$ cat config.mk
export PLATFORM = sky130hd
export DESIGN_NAME = sha256_byte_stream_hasher_top
export DESIGN_NICKNAME = d
export VERILOG_FILES = /design/src/hw/rtl/shs_pkg.sv /design/src/hw/rtl/sha256_byte_stream_hasher_top.sv /design/src/hw/rtl/shs_fifo.sv /design/src/hw/rtl/shs_front.sv /design/src/hw/rtl/shs_back.sv
export VERILOG_INCLUDE_DIRS = /design/src /design/src/hw/rtl
export SDC_FILE = /design/constraint.sdc
export NUM_CORES = 2
export LEC_CHECK = 0
export BUFFER_PORTS_ARGS = -buffer_cell sky130_fd_sc_hd__buf_2
export CAP_MARGIN = 40
export CORE_ASPECT_RATIO = 0.7
export CORE_MARGIN = 2
export CORE_UTILIZATION = 40
export CTS_CLUSTER_DIAMETER = 200
export DETAILED_ROUTE_END_ITERATION = 7
export SLEW_MARGIN = 10
export SYNTH_ARGS = -nofsm -noshare
export SYNTH_HDL_FRONTEND = slang
export SYNTH_SLANG_ARGS = --single-unit
$ cat constraint.sdc
create_clock -name clk -period 64.7 [get_ports clk]
set_input_delay 3.235 -clock clk [delete_from_list [all_inputs] [get_ports clk]]
set_output_delay 3.235 -clock clk [all_outputs]
set_load 0.01 [all_outputs]
$ cat src/hw/rtl/sha256_byte_stream_hasher_top_defines.svh
// Assertion macros used by the SHA-256 byte stream hasher RTL.
`ifndef SHA256_BYTE_STREAM_HASHER_TOP_DEFINES_SVH
`define SHA256_BYTE_STREAM_HASHER_TOP_DEFINES_SVH

// Check a condition in the same cycle as its trigger.
`define SHS_ASSERT_NOW(label, clk, rst_n, ante, cons, msg) \
    label: assert property (@(posedge clk) disable iff (!rst_n) (ante) |-> (cons)) \
        else $error(msg);

// Check a condition in the cycle after its trigger.
`define SHS_ASSERT_NEXT(label, clk, rst_n, ante, cons, msg) \
    label: assert property (@(posedge clk) disable iff (!rst_n) (ante) |=> (cons)) \
        else $error(msg);

`endif

$ cat src/hw/rtl/shs_pkg.sv
// Types, constants and round functions of the SHA-256 byte stream hasher.
package shs_pkg;

    typedef struct packed {
        logic       kind;
        logic [7:0] data_byte;
    } item_t;

    typedef struct packed {
        logic [31:0] digest_word;
        logic [2:0]  word_index;
        logic        last;
    } result_t;

    localparam logic KIND_DATA   = 1'b0;
    localparam logic KIND_FINISH = 1'b1;

    typedef enum logic {
        OP_WORD   = 1'b0,
        OP_DIGEST = 1'b1
    } op_t;

    typedef struct packed {
        op_t         op;
        logic [31:0] word;
    } q_entry_t;

    localparam int QUEUE_DEPTH_DEF = 4;

    localparam logic [31:0] IV [8] = '{
        32'h6a09e667, 32'hbb67ae85, 32'h3c6ef372, 32'ha54ff53a,
        32'h510e527f, 32'h9b05688c, 32'h1f83d9ab, 32'h5be0cd19
    };

    localparam logic [31:0] K [64] = '{
        32'h428a2f98, 32'h71374491, 32'hb5c0fbcf, 32'he9b5dba5,
        32'h3956c25b, 32'h59f111f1, 32'h923f82a4, 32'hab1c5ed5,
        32'hd807aa98, 32'h12835b01, 32'h243185be, 32'h550c7dc3,
        32'h72be5d74, 32'h80deb1fe, 32'h9bdc06a7, 32'hc19bf174,
        32'he49b69c1, 32'hefbe4786, 32'h0fc19dc6, 32'h240ca1cc,
        32'h2de92c6f, 32'h4a7484aa, 32'h5cb0a9dc, 32'h76f988da,
        32'h983e5152, 32'ha831c66d, 32'hb00327c8, 32'hbf597fc7,
        32'hc6e00bf3, 32'hd5a79147, 32'h06ca6351, 32'h14292967,
        32'h27b70a85, 32'h2e1b2138, 32'h4d2c6dfc, 32'h53380d13,
        32'h650a7354, 32'h766a0abb, 32'h81c2c92e, 32'h92722c85,
        32'ha2bfe8a1, 32'ha81a664b, 32'hc24b8b70, 32'hc76c51a3,
        32'hd192e819, 32'hd6990624, 32'hf40e3585, 32'h106aa070,
        32'h19a4c116, 32'h1e376c08, 32'h2748774c, 32'h34b0bcb5,
        32'h391c0cb3, 32'h4ed8aa4a, 32'h5b9cca4f, 32'h682e6ff3,
        32'h748f82ee, 32'h78a5636f, 32'h84c87814, 32'h8cc70208,
        32'h90befffa, 32'ha4506ceb, 32'hbef9a3f7, 32'hc67178f2
    };

    function automatic logic [31:0] rotr(input logic [31:0] x, input int n);
        rotr = (x >> n) | (x << (32 - n));
    endfunction

    function automatic logic [31:0] big_sigma0(input logic [31:0] x);
        big_sigma0 = rotr(x, 2) ^ rotr(x, 13) ^ rotr(x, 22);
    endfunction

    function automatic logic [31:0] big_sigma1(input logic [31:0] x);
        big_sigma1 = rotr(x, 6) ^ rotr(x, 11) ^ rotr(x, 25);
    endfunction

    function automatic logic [31:0] small_sigma0(input logic [31:0] x);
        small_sigma0 = rotr(x, 7) ^ rotr(x, 18) ^ (x >> 3);
    endfunction

    function automatic logic [31:0] small_sigma1(input logic [31:0] x);
        small_sigma1 = rotr(x, 17) ^ rotr(x, 19) ^ (x >> 10);
    endfunction

endpackage

$ cat src/hw/rtl/sha256_byte_stream_hasher_top.sv
// Top level of the SHA-256 byte stream hasher.
//
//  channel  dir  handshake                  payload
//  item     in   item_valid / item_stall    item_t   {kind, data_byte}
//  digest   out  digest_valid / digest_stall result_t {digest_word, word_index, last}
//
// Bytes are taken one per cycle while the word queue has room, packed four to a queue word.
// The engine runs one round per cycle: 64 rounds plus one add per block; its 16 loads wait
// on input bytes once the four queued words are used.
// A finish stalls the input while its padding, length and marker words are queued,
// then one compression (two when 56 or more bytes sit in the last block) and 8 digest words.
// Reset needs no clearing pass; a stalled digest output holds the engine and backs up the input.
module sha256_byte_stream_hasher_top
    import shs_pkg::*;
#(
    parameter int QUEUE_DEPTH = QUEUE_DEPTH_DEF
)
(
    input  logic    clk,
    input  logic    rst_n,
    input  logic    item_valid,
    output logic    item_stall,
    input  item_t   item,
    output logic    digest_valid,
    input  logic    digest_stall,
    output result_t digest
);

    logic     push;
    q_entry_t push_entry;
    logic     q_full;
    logic     pop;
    q_entry_t head;
    logic     head_valid;

    shs_front u_front (
        .clk        (clk),
        .rst_n      (rst_n),
        .item_valid (item_valid),
        .item_stall (item_stall),
        .item       (item),
        .push       (push),
        .push_entry (push_entry),
        .q_full     (q_full)
    );

    shs_fifo #(
        .DEPTH (QUEUE_DEPTH)
    ) u_fifo (
        .clk        (clk),
        .rst_n      (rst_n),
        .push       (push),
        .push_entry (push_entry),
        .full       (q_full),
        .pop        (pop),
        .head       (head),
        .head_valid (head_valid)
    );

    shs_back u_back (
        .clk        (clk),
        .rst_n      (rst_n),
        .head       (head),
        .head_valid (head_valid),
        .pop        (pop),
        .out_valid  (digest_valid),
        .out_stall  (digest_stall),
        .out_data   (digest)
    );

endmodule

$ cat src/hw/rtl/shs_fifo.sv
// Short word queue between the byte packer and the compression engine.
module shs_fifo
    import shs_pkg::*;
#(
    parameter int DEPTH = QUEUE_DEPTH_DEF
)
(
    input  logic     clk,
    input  logic     rst_n,
    input  logic     push,
    input  q_entry_t push_entry,
    output logic     full,
    input  logic     pop,
    output q_entry_t head,
    output logic     head_valid
);

    localparam int PW = (DEPTH > 1) ? $clog2(DEPTH) : 1;
    localparam int CW = $clog2(DEPTH + 1);

    q_entry_t        mem_reg [DEPTH];
    logic [PW-1:0]   wr_ptr_reg, wr_ptr_next;
    logic [PW-1:0]   rd_ptr_reg, rd_ptr_next;
    logic [CW-1:0]   fill_reg, fill_next;
    logic            do_push;
    logic            do_pop;

    assign full       = (fill_reg == CW'(DEPTH));
    assign head_valid = (fill_reg != '0);
    assign head       = mem_reg[rd_ptr_reg];
    assign do_push    = push && !full;
    assign do_pop     = pop && head_valid;

    always_comb
    begin
        wr_ptr_next = wr_ptr_reg;
        rd_ptr_next = rd_ptr_reg;
        fill_next   = fill_reg;
        if (do_push)
        begin
            wr_ptr_next = (wr_ptr_reg == PW'(DEPTH - 1)) ? '0 : wr_ptr_reg + PW'(1);
        end
        if (do_pop)
        begin
            rd_ptr_next = (rd_ptr_reg == PW'(DEPTH - 1)) ? '0 : rd_ptr_reg + PW'(1);
        end
        if (do_push && !do_pop)
        begin
            fill_next = fill_reg + CW'(1);
        end
        else if (do_pop && !do_push)
        begin
            fill_next = fill_reg - CW'(1);
        end
    end

    always_ff @(posedge clk or negedge rst_n)
    begin
        if (!rst_n)
        begin
            wr_ptr_reg <= '0;
            rd_ptr_reg <= '0;
            fill_reg   <= '0;
        end
        else
        begin
            wr_ptr_reg <= wr_ptr_next;
            rd_ptr_reg <= rd_ptr_next;
            fill_reg   <= fill_next;
        end
    end

    always_ff @(posedge clk)
    begin
        if (do_push)
        begin
            mem_reg[wr_ptr_reg] <= push_entry;
        end
    end

endmodule

$ cat src/hw/rtl/shs_front.sv
// Input side: counts and packs message bytes into words and generates the padding.
module shs_front
    import shs_pkg::*;
(
    input  logic     clk,
    input  logic     rst_n,
    input  logic     item_valid,
    output logic     item_stall,
    input  item_t    item,
    output logic     push,
    output q_entry_t push_entry,
    input  logic     q_full
);

    typedef enum logic [3:0] {
        FS_DATA = 4'b0001,
        FS_PAD  = 4'b0010,
        FS_LEN  = 4'b0100,
        FS_END  = 4'b1000
    } fstate_t;

    fstate_t      state_reg, state_next;
    logic [63:0]  count_reg, count_next;
    logic [23:0]  pack_reg, pack_next;
    logic [63:0]  len_reg, len_next;
    logic [3:0]   wcnt_reg, wcnt_next;
    logic         accept;
    logic [31:0]  pad_word;

    assign item_stall = (state_reg != FS_DATA) || q_full;
    assign accept     = item_valid && !item_stall;

    // Close the partial word with the 0x80 marker byte.
    always_comb
    begin
        case (count_reg[1:0])
            2'd0:    pad_word = 32'h8000_0000;
            2'd1:    pad_word = {pack_reg[7:0], 24'h80_0000};
            2'd2:    pad_word = {pack_reg[15:0], 16'h8000};
            default: pad_word = {pack_reg, 8'h80};
        endcase
    end

    always_comb
    begin
        state_next = state_reg;
        count_next = count_reg;
        pack_next  = pack_reg;
        len_next   = len_reg;
        wcnt_next  = wcnt_reg;
        push       = 1'b0;
        push_entry = '{op: OP_WORD, word: 32'h0};
        case (state_reg)
            FS_DATA:
            begin
                if (accept)
                begin
                    if (item.kind == KIND_DATA)
                    begin
                        pack_next  = {pack_reg[15:0], item.data_byte};
                        count_next = count_reg + 64'd1;
                        if (count_reg[1:0] == 2'd3)
                        begin
                            push            = 1'b1;
                            push_entry.word = {pack_reg, item.data_byte};
                        end
                    end
                    else
                    begin
                        len_next        = {count_reg[60:0], 3'b000};
                        push            = 1'b1;
                        push_entry.word = pad_word;
                        wcnt_next       = count_reg[5:2] + 4'd1;
                        state_next      = FS_PAD;
                    end
                end
            end
            FS_PAD:
            begin
                if (!q_full)
                begin
                    push      = 1'b1;
                    wcnt_next = wcnt_reg + 4'd1;
                    if (wcnt_reg == 4'd14)
                    begin
                        push_entry.word = len_reg[63:32];
                        state_next      = FS_LEN;
                    end
                end
            end
            FS_LEN:
            begin
                if (!q_full)
                begin
                    push            = 1'b1;
                    push_entry.word = len_reg[31:0];
                    state_next      = FS_END;
                end
            end
            FS_END:
            begin
                if (!q_full)
                begin
                    push          = 1'b1;
                    push_entry.op = OP_DIGEST;
                    count_next    = 64'd0;
                    state_next    = FS_DATA;
                end
            end
            default:
            begin
                state_next = FS_DATA;
            end
        endcase
    end

    always_ff @(posedge clk or negedge rst_n)
    begin
        if (!rst_n)
        begin
            state_reg <= FS_DATA;
            count_reg <= 64'd0;
            wcnt_reg  <= 4'd0;
        end
        else
        begin
            state_reg <= state_next;
            count_reg <= count_next;
            wcnt_reg  <= wcnt_next;
        end
    end

    always_ff @(posedge clk)
    begin
        pack_reg <= pack_next;
        len_reg  <= len_next;
    end

endmodule

$ cat src/hw/rtl/shs_back.sv
// Compression engine: message schedule window, one round per cycle, digest output.
`include "sha256_byte_stream_hasher_top_defines.svh"

module shs_back
    import shs_pkg::*;
(
    input  logic     clk,
    input  logic     rst_n,
    input  q_entry_t head,
    input  logic     head_valid,
    output logic     pop,
    output logic     out_valid,
    input  logic     out_stall,
    output result_t  out_data
);

    typedef enum logic [3:0] {
        BS_LOAD = 4'b0001,
        BS_RUN  = 4'b0010,
        BS_ADD  = 4'b0100,
        BS_EMIT = 4'b1000
    } bstate_t;

    bstate_t      state_reg, state_next;
    logic [31:0]  w_reg [16];
    logic [31:0]  w_next [16];
    logic [31:0]  v_reg [8];
    logic [31:0]  v_next [8];
    logic [31:0]  hash_reg [8];
    logic [31:0]  hash_next [8];
    logic [3:0]   ld_cnt_reg, ld_cnt_next;
    logic [5:0]   round_reg, round_next;
    logic [2:0]   idx_reg, idx_next;
    logic         out_valid_reg, out_valid_next;
    result_t      out_reg, out_next;
    logic         load_out;
    logic [31:0]  ch;
    logic [31:0]  maj;
    logic [31:0]  t1;
    logic [31:0]  t2;
    logic [31:0]  w_new;

    assign out_valid = out_valid_reg;
    assign out_data  = out_reg;
    assign pop       = (state_reg == BS_LOAD) && head_valid;
    assign load_out  = !out_valid_reg || !out_stall;

    always_comb
    begin
        ch    = (v_reg[4] & v_reg[5]) ^ (~v_reg[4] & v_reg[6]);
        maj   = (v_reg[0] & v_reg[1]) ^ (v_reg[0] & v_reg[2]) ^ (v_reg[1] & v_reg[2]);
        t1    = v_reg[7] + big_sigma1(v_reg[4]) + ch + K[round_reg] + w_reg[0];
        t2    = big_sigma0(v_reg[0]) + maj;
        w_new = small_sigma1(w_reg[14]) + w_reg[9] + small_sigma0(w_reg[1]) + w_reg[0];
    end

    always_comb
    begin
        state_next     = state_reg;
        w_next         = w_reg;
        v_next         = v_reg;
        hash_next      = hash_reg;
        ld_cnt_next    = ld_cnt_reg;
        round_next     = round_reg;
        idx_next       = idx_reg;
        out_next       = out_reg;
        out_valid_next = out_valid_reg && out_stall;
        case (state_reg)
            BS_LOAD:
            begin
                if (head_valid)
                begin
                    if (head.op == OP_WORD)
                    begin
                        for (int i = 0; i < 15; i++)
                        begin
                            w_next[i] = w_reg[i + 1];
                        end
                        w_next[15]  = head.word;
                        ld_cnt_next = ld_cnt_reg + 4'd1;
                        if (ld_cnt_reg == 4'd15)
                        begin
                            v_next     = hash_reg;
                            round_next = 6'd0;
                            state_next = BS_RUN;
                        end
                    end
                    else
                    begin
                        idx_next   = 3'd0;
                        state_next = BS_EMIT;
                    end
                end
            end
            BS_RUN:
            begin
                v_next[7] = v_reg[6];
                v_next[6] = v_reg[5];
                v_next[5] = v_reg[4];
                v_next[4] = v_reg[3] + t1;
                v_next[3] = v_reg[2];
                v_next[2] = v_reg[1];
                v_next[1] = v_reg[0];
                v_next[0] = t1 + t2;
                for (int i = 0; i < 15; i++)
                begin
                    w_next[i] = w_reg[i + 1];
                end
                w_next[15] = w_new;
                round_next = round_reg + 6'd1;
                if (round_reg == 6'd63)
                begin
                    state_next = BS_ADD;
                end
            end
            BS_ADD:
            begin
                for (int i = 0; i < 8; i++)
                begin
                    hash_next[i] = hash_reg[i] + v_reg[i];
                end
                state_next = BS_LOAD;
            end
            BS_EMIT:
            begin
                if (load_out)
                begin
                    out_valid_next       = 1'b1;
                    out_next.digest_word = hash_reg[0];
                    out_next.word_index  = idx_reg;
                    out_next.last        = (idx_reg == 3'd7);
                    // Rotate the digest out and refill with the initial values.
                    for (int i = 0; i < 7; i++)
                    begin
                        hash_next[i] = hash_reg[i + 1];
                    end
                    hash_next[7] = IV[idx_reg];
                    idx_next     = idx_reg + 3'd1;
                    if (idx_reg == 3'd7)
                    begin
                        state_next = BS_LOAD;
                    end
                end
            end
            default:
            begin
                state_next = BS_LOAD;
            end
        endcase
    end

    always_ff @(posedge clk or negedge rst_n)
    begin
        if (!rst_n)
        begin
            state_reg     <= BS_LOAD;
            hash_reg      <= IV;
            ld_cnt_reg    <= 4'd0;
            round_reg     <= 6'd0;
            idx_reg       <= 3'd0;
            out_valid_reg <= 1'b0;
        end
        else
        begin
            state_reg     <= state_next;
            hash_reg      <= hash_next;
            ld_cnt_reg    <= ld_cnt_next;
            round_reg     <= round_next;
            idx_reg       <= idx_next;
            out_valid_reg <= out_valid_next;
        end
    end

    always_ff @(posedge clk)
    begin
        w_reg   <= w_next;
        v_reg   <= v_next;
        out_reg <= out_next;
    end

    `SHS_ASSERT_NEXT(a_run_ends_in_add, clk, rst_n, state_reg == BS_RUN && round_reg == 6'd63, state_reg == BS_ADD, "compression did not end after the last round")
    `SHS_ASSERT_NOW(a_digest_on_boundary, clk, rst_n, pop && head.op == OP_DIGEST, ld_cnt_reg == 4'd0, "digest request inside a partial block")
    `SHS_ASSERT_NEXT(a_iv_restored, clk, rst_n, state_reg == BS_EMIT && load_out && idx_reg == 3'd7, state_reg == BS_LOAD && hash_reg[0] == IV[0] && hash_reg[7] == IV[7], "hash not restored after digest")

endmodule
==> impl_metrics.json <==
{
  "post_synth_inst_count": 7681,
  "cts_inserted_buffers": 149,
  "fraction_of_final_layout_cells_sized_beyond_drive_strength_1_pct": 8.699,
  "firstDrtPassIters": 6,
  "worst_r2r_startpoint": "u_back.round_reg[1]",
  "number_of_flip_flops_and_latches_in_the_synthesized_netlist": 1371,
  "max_slew.worst_pin.slew_ns": 1.223,
  "source_to_sink_clock_delay_at_the_later_pin_of_the_worst_skew_pair_ns": 0.82,
  "min_to": "u_back.w_reg[447]",
  "fillerInstances": 18480,
  "postRouteAntennaNets": 0,
  "fin_crit_sh_pct": 17.44,
  "overflow": 0,
  "largest_register_ffs": 512,
  "fin_setup_tns_ns": 0,
  "post_syn_nets": 8304,
  "relSlewSlack_pct": 18.48,
  "rows": 137,
  "area_growth_syn_to_layout_pct": 10.43,
  "start_kind": "flop",
  "timing_hold_violations_final": 0,
  "finalInstanceArea_um2": 88960,
  "synth-async-reset-ratio_pct": 25.53,
  "critical_path_required_ns": 65.36,
  "crit_fanout": 18,
  "ctsRootBufferMaster": "sky130_fd_sc_hd__clkbuf_16",
  "first_pass_grt_wire_length_mm": 387.5,
  "r2r_slack_ns": 53.42,
  "cell_at_the_slowest_stage_of_the_critical_path": "sky130_fd_sc_hd__ha_1",
  "dp_hpwl_mm": 190.4,
  "initial_utilization_pct": 40.34,
  "cts.sinks": 1371,
  "timing.reg2reg.worst_path_depth": 33,
  "synth-edff-count": 1021,
  "groute.usage.overall_pct": 25.36,
  "dp_worst_setup_slack_ns": 53.83,
  "worst_hold_path.num_cells": 0,
  "drt-wirelength-per-cell_um": 25.28,
  "dr.first_iter.drc_count": 7417,
  "design.core.area_um2": 199700,
  "vias_per_cell": 5.811,
  "worst_clock_skew_ns": 0.04492,
  "post_cts_resized": 0,
  "hold_buffers": 0,
  "synth.yosys.warnings": 0,
  "via_count_of_the_first_global_routing_pass": 55990,
  "critical_path_class": "flop to flop",
  "cts-root-to-sink-buffers": 3,
  "chip_height_um": 379.5,
  "dpl-instance-area_um2": 83910,
  "post_route_minimum_period_ns": 11.28,
  "routed_wl_mm": 262.7,
  "finalMaxSlewViolations": 0,
  "setup_ws_ns": 53.42,
  "num_io_pins": 51,
  "max_stage_delay_ns": 0.81,
  "pin_count_of_the_biggest_net_entering_global_routing": 181,
  "route.detailed.drc": 0,
  "post-cts-setup-buffer-count": 0,
  "holdCritStartpoint": "u_back.w_reg[415]",
  "critical_path.reg2reg.endpoint": "u_back.v_reg[251]",
  "fmax_mhz": 88.62,
  "count_of_port_buffers_added_during_placement": 50,
  "syn-cell-area_um2": 80560,
  "min-delay-path-class": "flop to flop",
  "drv.max_cap_violation_count": 0,
  "final_common_cell": "sky130_fd_sc_hd__nand2_1",
  "status": "complete, no violations",
  "layout_common_cells": "1162 x sky130_fd_sc_hd__nand2_1, 1021 x sky130_fd_sc_hd__edfxtp_1, 540 x sky130_fd_sc_hd__nor2_1",
  "floorplan.die.width_um": 540.4,
  "finish.net_count": 8244,
  "cp_data_arrival_time_ns": 11.94,
  "worst_setup_path_end_kind": "flop",
  "synth_area_per_cell_um2": 10.49,
  "synth_flop_cell": "sky130_fd_sc_hd__edfxtp_1",
  "setup_viol_count_final": 0,
  "clock_tree.htree_level_count": 4,
  "dieArea_um2": 205100,
  "antenna_violations_before_repair": 9,
  "cts_tree": "done",
  "via_count": 60380,
  "synth_seq_area_share_pct": 49.14,
  "gp_congestion": 0.9597,
  "path_clk_slew_ns": 0.08,
  "synth.distinct_cells": 96,
  "rsz0062_at_grt": "false"
}
final cells by class:
| type | count | area, um2 | area share [%] |
|---|---|---|---|
| flip-flops and latches | 1371 | 39600 | 44.51 |
| multi-input cells | 5592 | 38350 | 43.10 |
| clock buffers | 195 | 3973 | 4.465 |
| well taps | 2641 | 3304 | 3.714 |
| repair buffers | 162 | 1364 | 1.533 |
| inverters | 345 | 1303 | 1.464 |
| clock inverters | 83 | 1066 | 1.198 |
| diodes | 2 | 5.005 | 0.005626 |
cells by family (layout without fill, tap and decap cells):
group                    count (synthesis)  in the layout  share of synthesized area [%]
buffers and inverters                  718            785                          3.355
other                                    0              2                              0
multiplexers                           108            108                          2.000
flip-flops                            1371           1371                          49.14
AO/OA/AOI/OAI                         1878           1878                          14.56
adder cells (fa/ha/maj)                613            613                          11.34
XOR/XNOR                               580            580                          6.323
AND/OR/NAND/NOR                       2413           2413                          13.28
synthesized netlist by cell type (23+ instances only):
cell type	count	area (um2)
sky130_fd_sc_hd__a31oi_1	117	732.0
sky130_fd_sc_hd__or3_1	67	419.2
sky130_fd_sc_hd__nor3b_1	23	172.7
sky130_fd_sc_hd__nor2b_1	57	356.6
sky130_fd_sc_hd__mux2_2	34	382.9
sky130_fd_sc_hd__o21bai_1	36	270.3
sky130_fd_sc_hd__clkbuf_1	333	1250
sky130_fd_sc_hd__buf_1	34	127.6
sky130_fd_sc_hd__mux2i_1	35	350.3
sky130_fd_sc_hd__a21o_1	197	1479
sky130_fd_sc_hd__o31ai_1	44	330.3
sky130_fd_sc_hd__ha_1	414	5180
sky130_fd_sc_hd__and2_1	27	168.9
sky130_fd_sc_hd__nand2_1	1164	4369
sky130_fd_sc_hd__edfxtp_1	1021	30660
sky130_fd_sc_hd__a21oi_1	531	2658
sky130_fd_sc_hd__dfrtp_1	212	5305
sky130_fd_sc_hd__a211o_1	24	210.2
sky130_fd_sc_hd__o21ai_0	498	2492
sky130_fd_sc_hd__inv_1	342	1284
sky130_fd_sc_hd__nor3_1	124	620.6
sky130_fd_sc_hd__a211oi_1	76	570.6
sky130_fd_sc_hd__nand3_1	141	705.7
sky130_fd_sc_hd__fa_1	196	3924
sky130_fd_sc_hd__nand4_1	34	212.7
sky130_fd_sc_hd__xor2_1	205	1795
sky130_fd_sc_hd__mux4_2	39	878.3
sky130_fd_sc_hd__a22oi_1	34	255.2
sky130_fd_sc_hd__o21a_1	64	480.5
sky130_fd_sc_hd__o211ai_1	35	262.8
sky130_fd_sc_hd__nor2_1	543	2038
sky130_fd_sc_hd__nand2b_1	67	419.2
sky130_fd_sc_hd__dfstp_2	138	3626
sky130_fd_sc_hd__and3_1	64	400.4
sky130_fd_sc_hd__xnor2_1	374	3276
through the flow:
| step | std cells | hold WS [ns] | utilization [%] |
|---|---|---|---|
| floorplan | 7681 | 0.4003 | - |
| global placement | 10080 | 0.4003 | 41.82 |
| detailed placement | 10110 | 0.4045 | 42.02 |
| CTS | 10390 | 0.4052 | 44.54 |
| global route | 10390 | 0.4065 | 44.55 |
| finish | 10390 | 0.4006 | 44.55 |
worst max-delay path: cells and delay by family, from the launching register on:
family | cells | cell delay (ns)
adder cells (fa/ha/maj) | 7 | 3.49
AND/OR/NAND/NOR | 9 | 1.97
AO/OA/AOI/OAI | 11 | 3.48
buffers and inverters | 5 | 0.89
XOR/XNOR | 1 | 0.45
flip-flops | 1 | 0.80
routing by layer:
layer  part of all wire, %  vias to the layer above  track usage (%)
met5                0.0027                        -                0
met4                   1.8                        2            4.778
met3                    10                      289            6.081
met2                    39                     2692            33.30
met1                    49                    30060            41.25
li1                      -                    27350                -
worst max-delay path by stage:
stage | from | endpoint | slack, ns | cells after the start
floorplan | u_fifo.rd_ptr_reg[0] | u_back.v_reg[0] | 10.92 | 5
global placement | u_back.round_reg[1] | u_back.v_reg[251] | 53.79 | 33
detailed placement | u_back.round_reg[1] | u_back.v_reg[251] | 53.83 | 33
CTS | u_back.round_reg[1] | u_back.v_reg[251] | 53.75 | 33
global route | u_back.round_reg[1] | u_back.v_reg[251] | 53.01 | 33
finish | u_back.round_reg[1] | u_back.v_reg[251] | 53.42 | 33
Power is not shown: default switching activity piles up to over one toggle a cycle in this logic, so the estimate is an artifact.
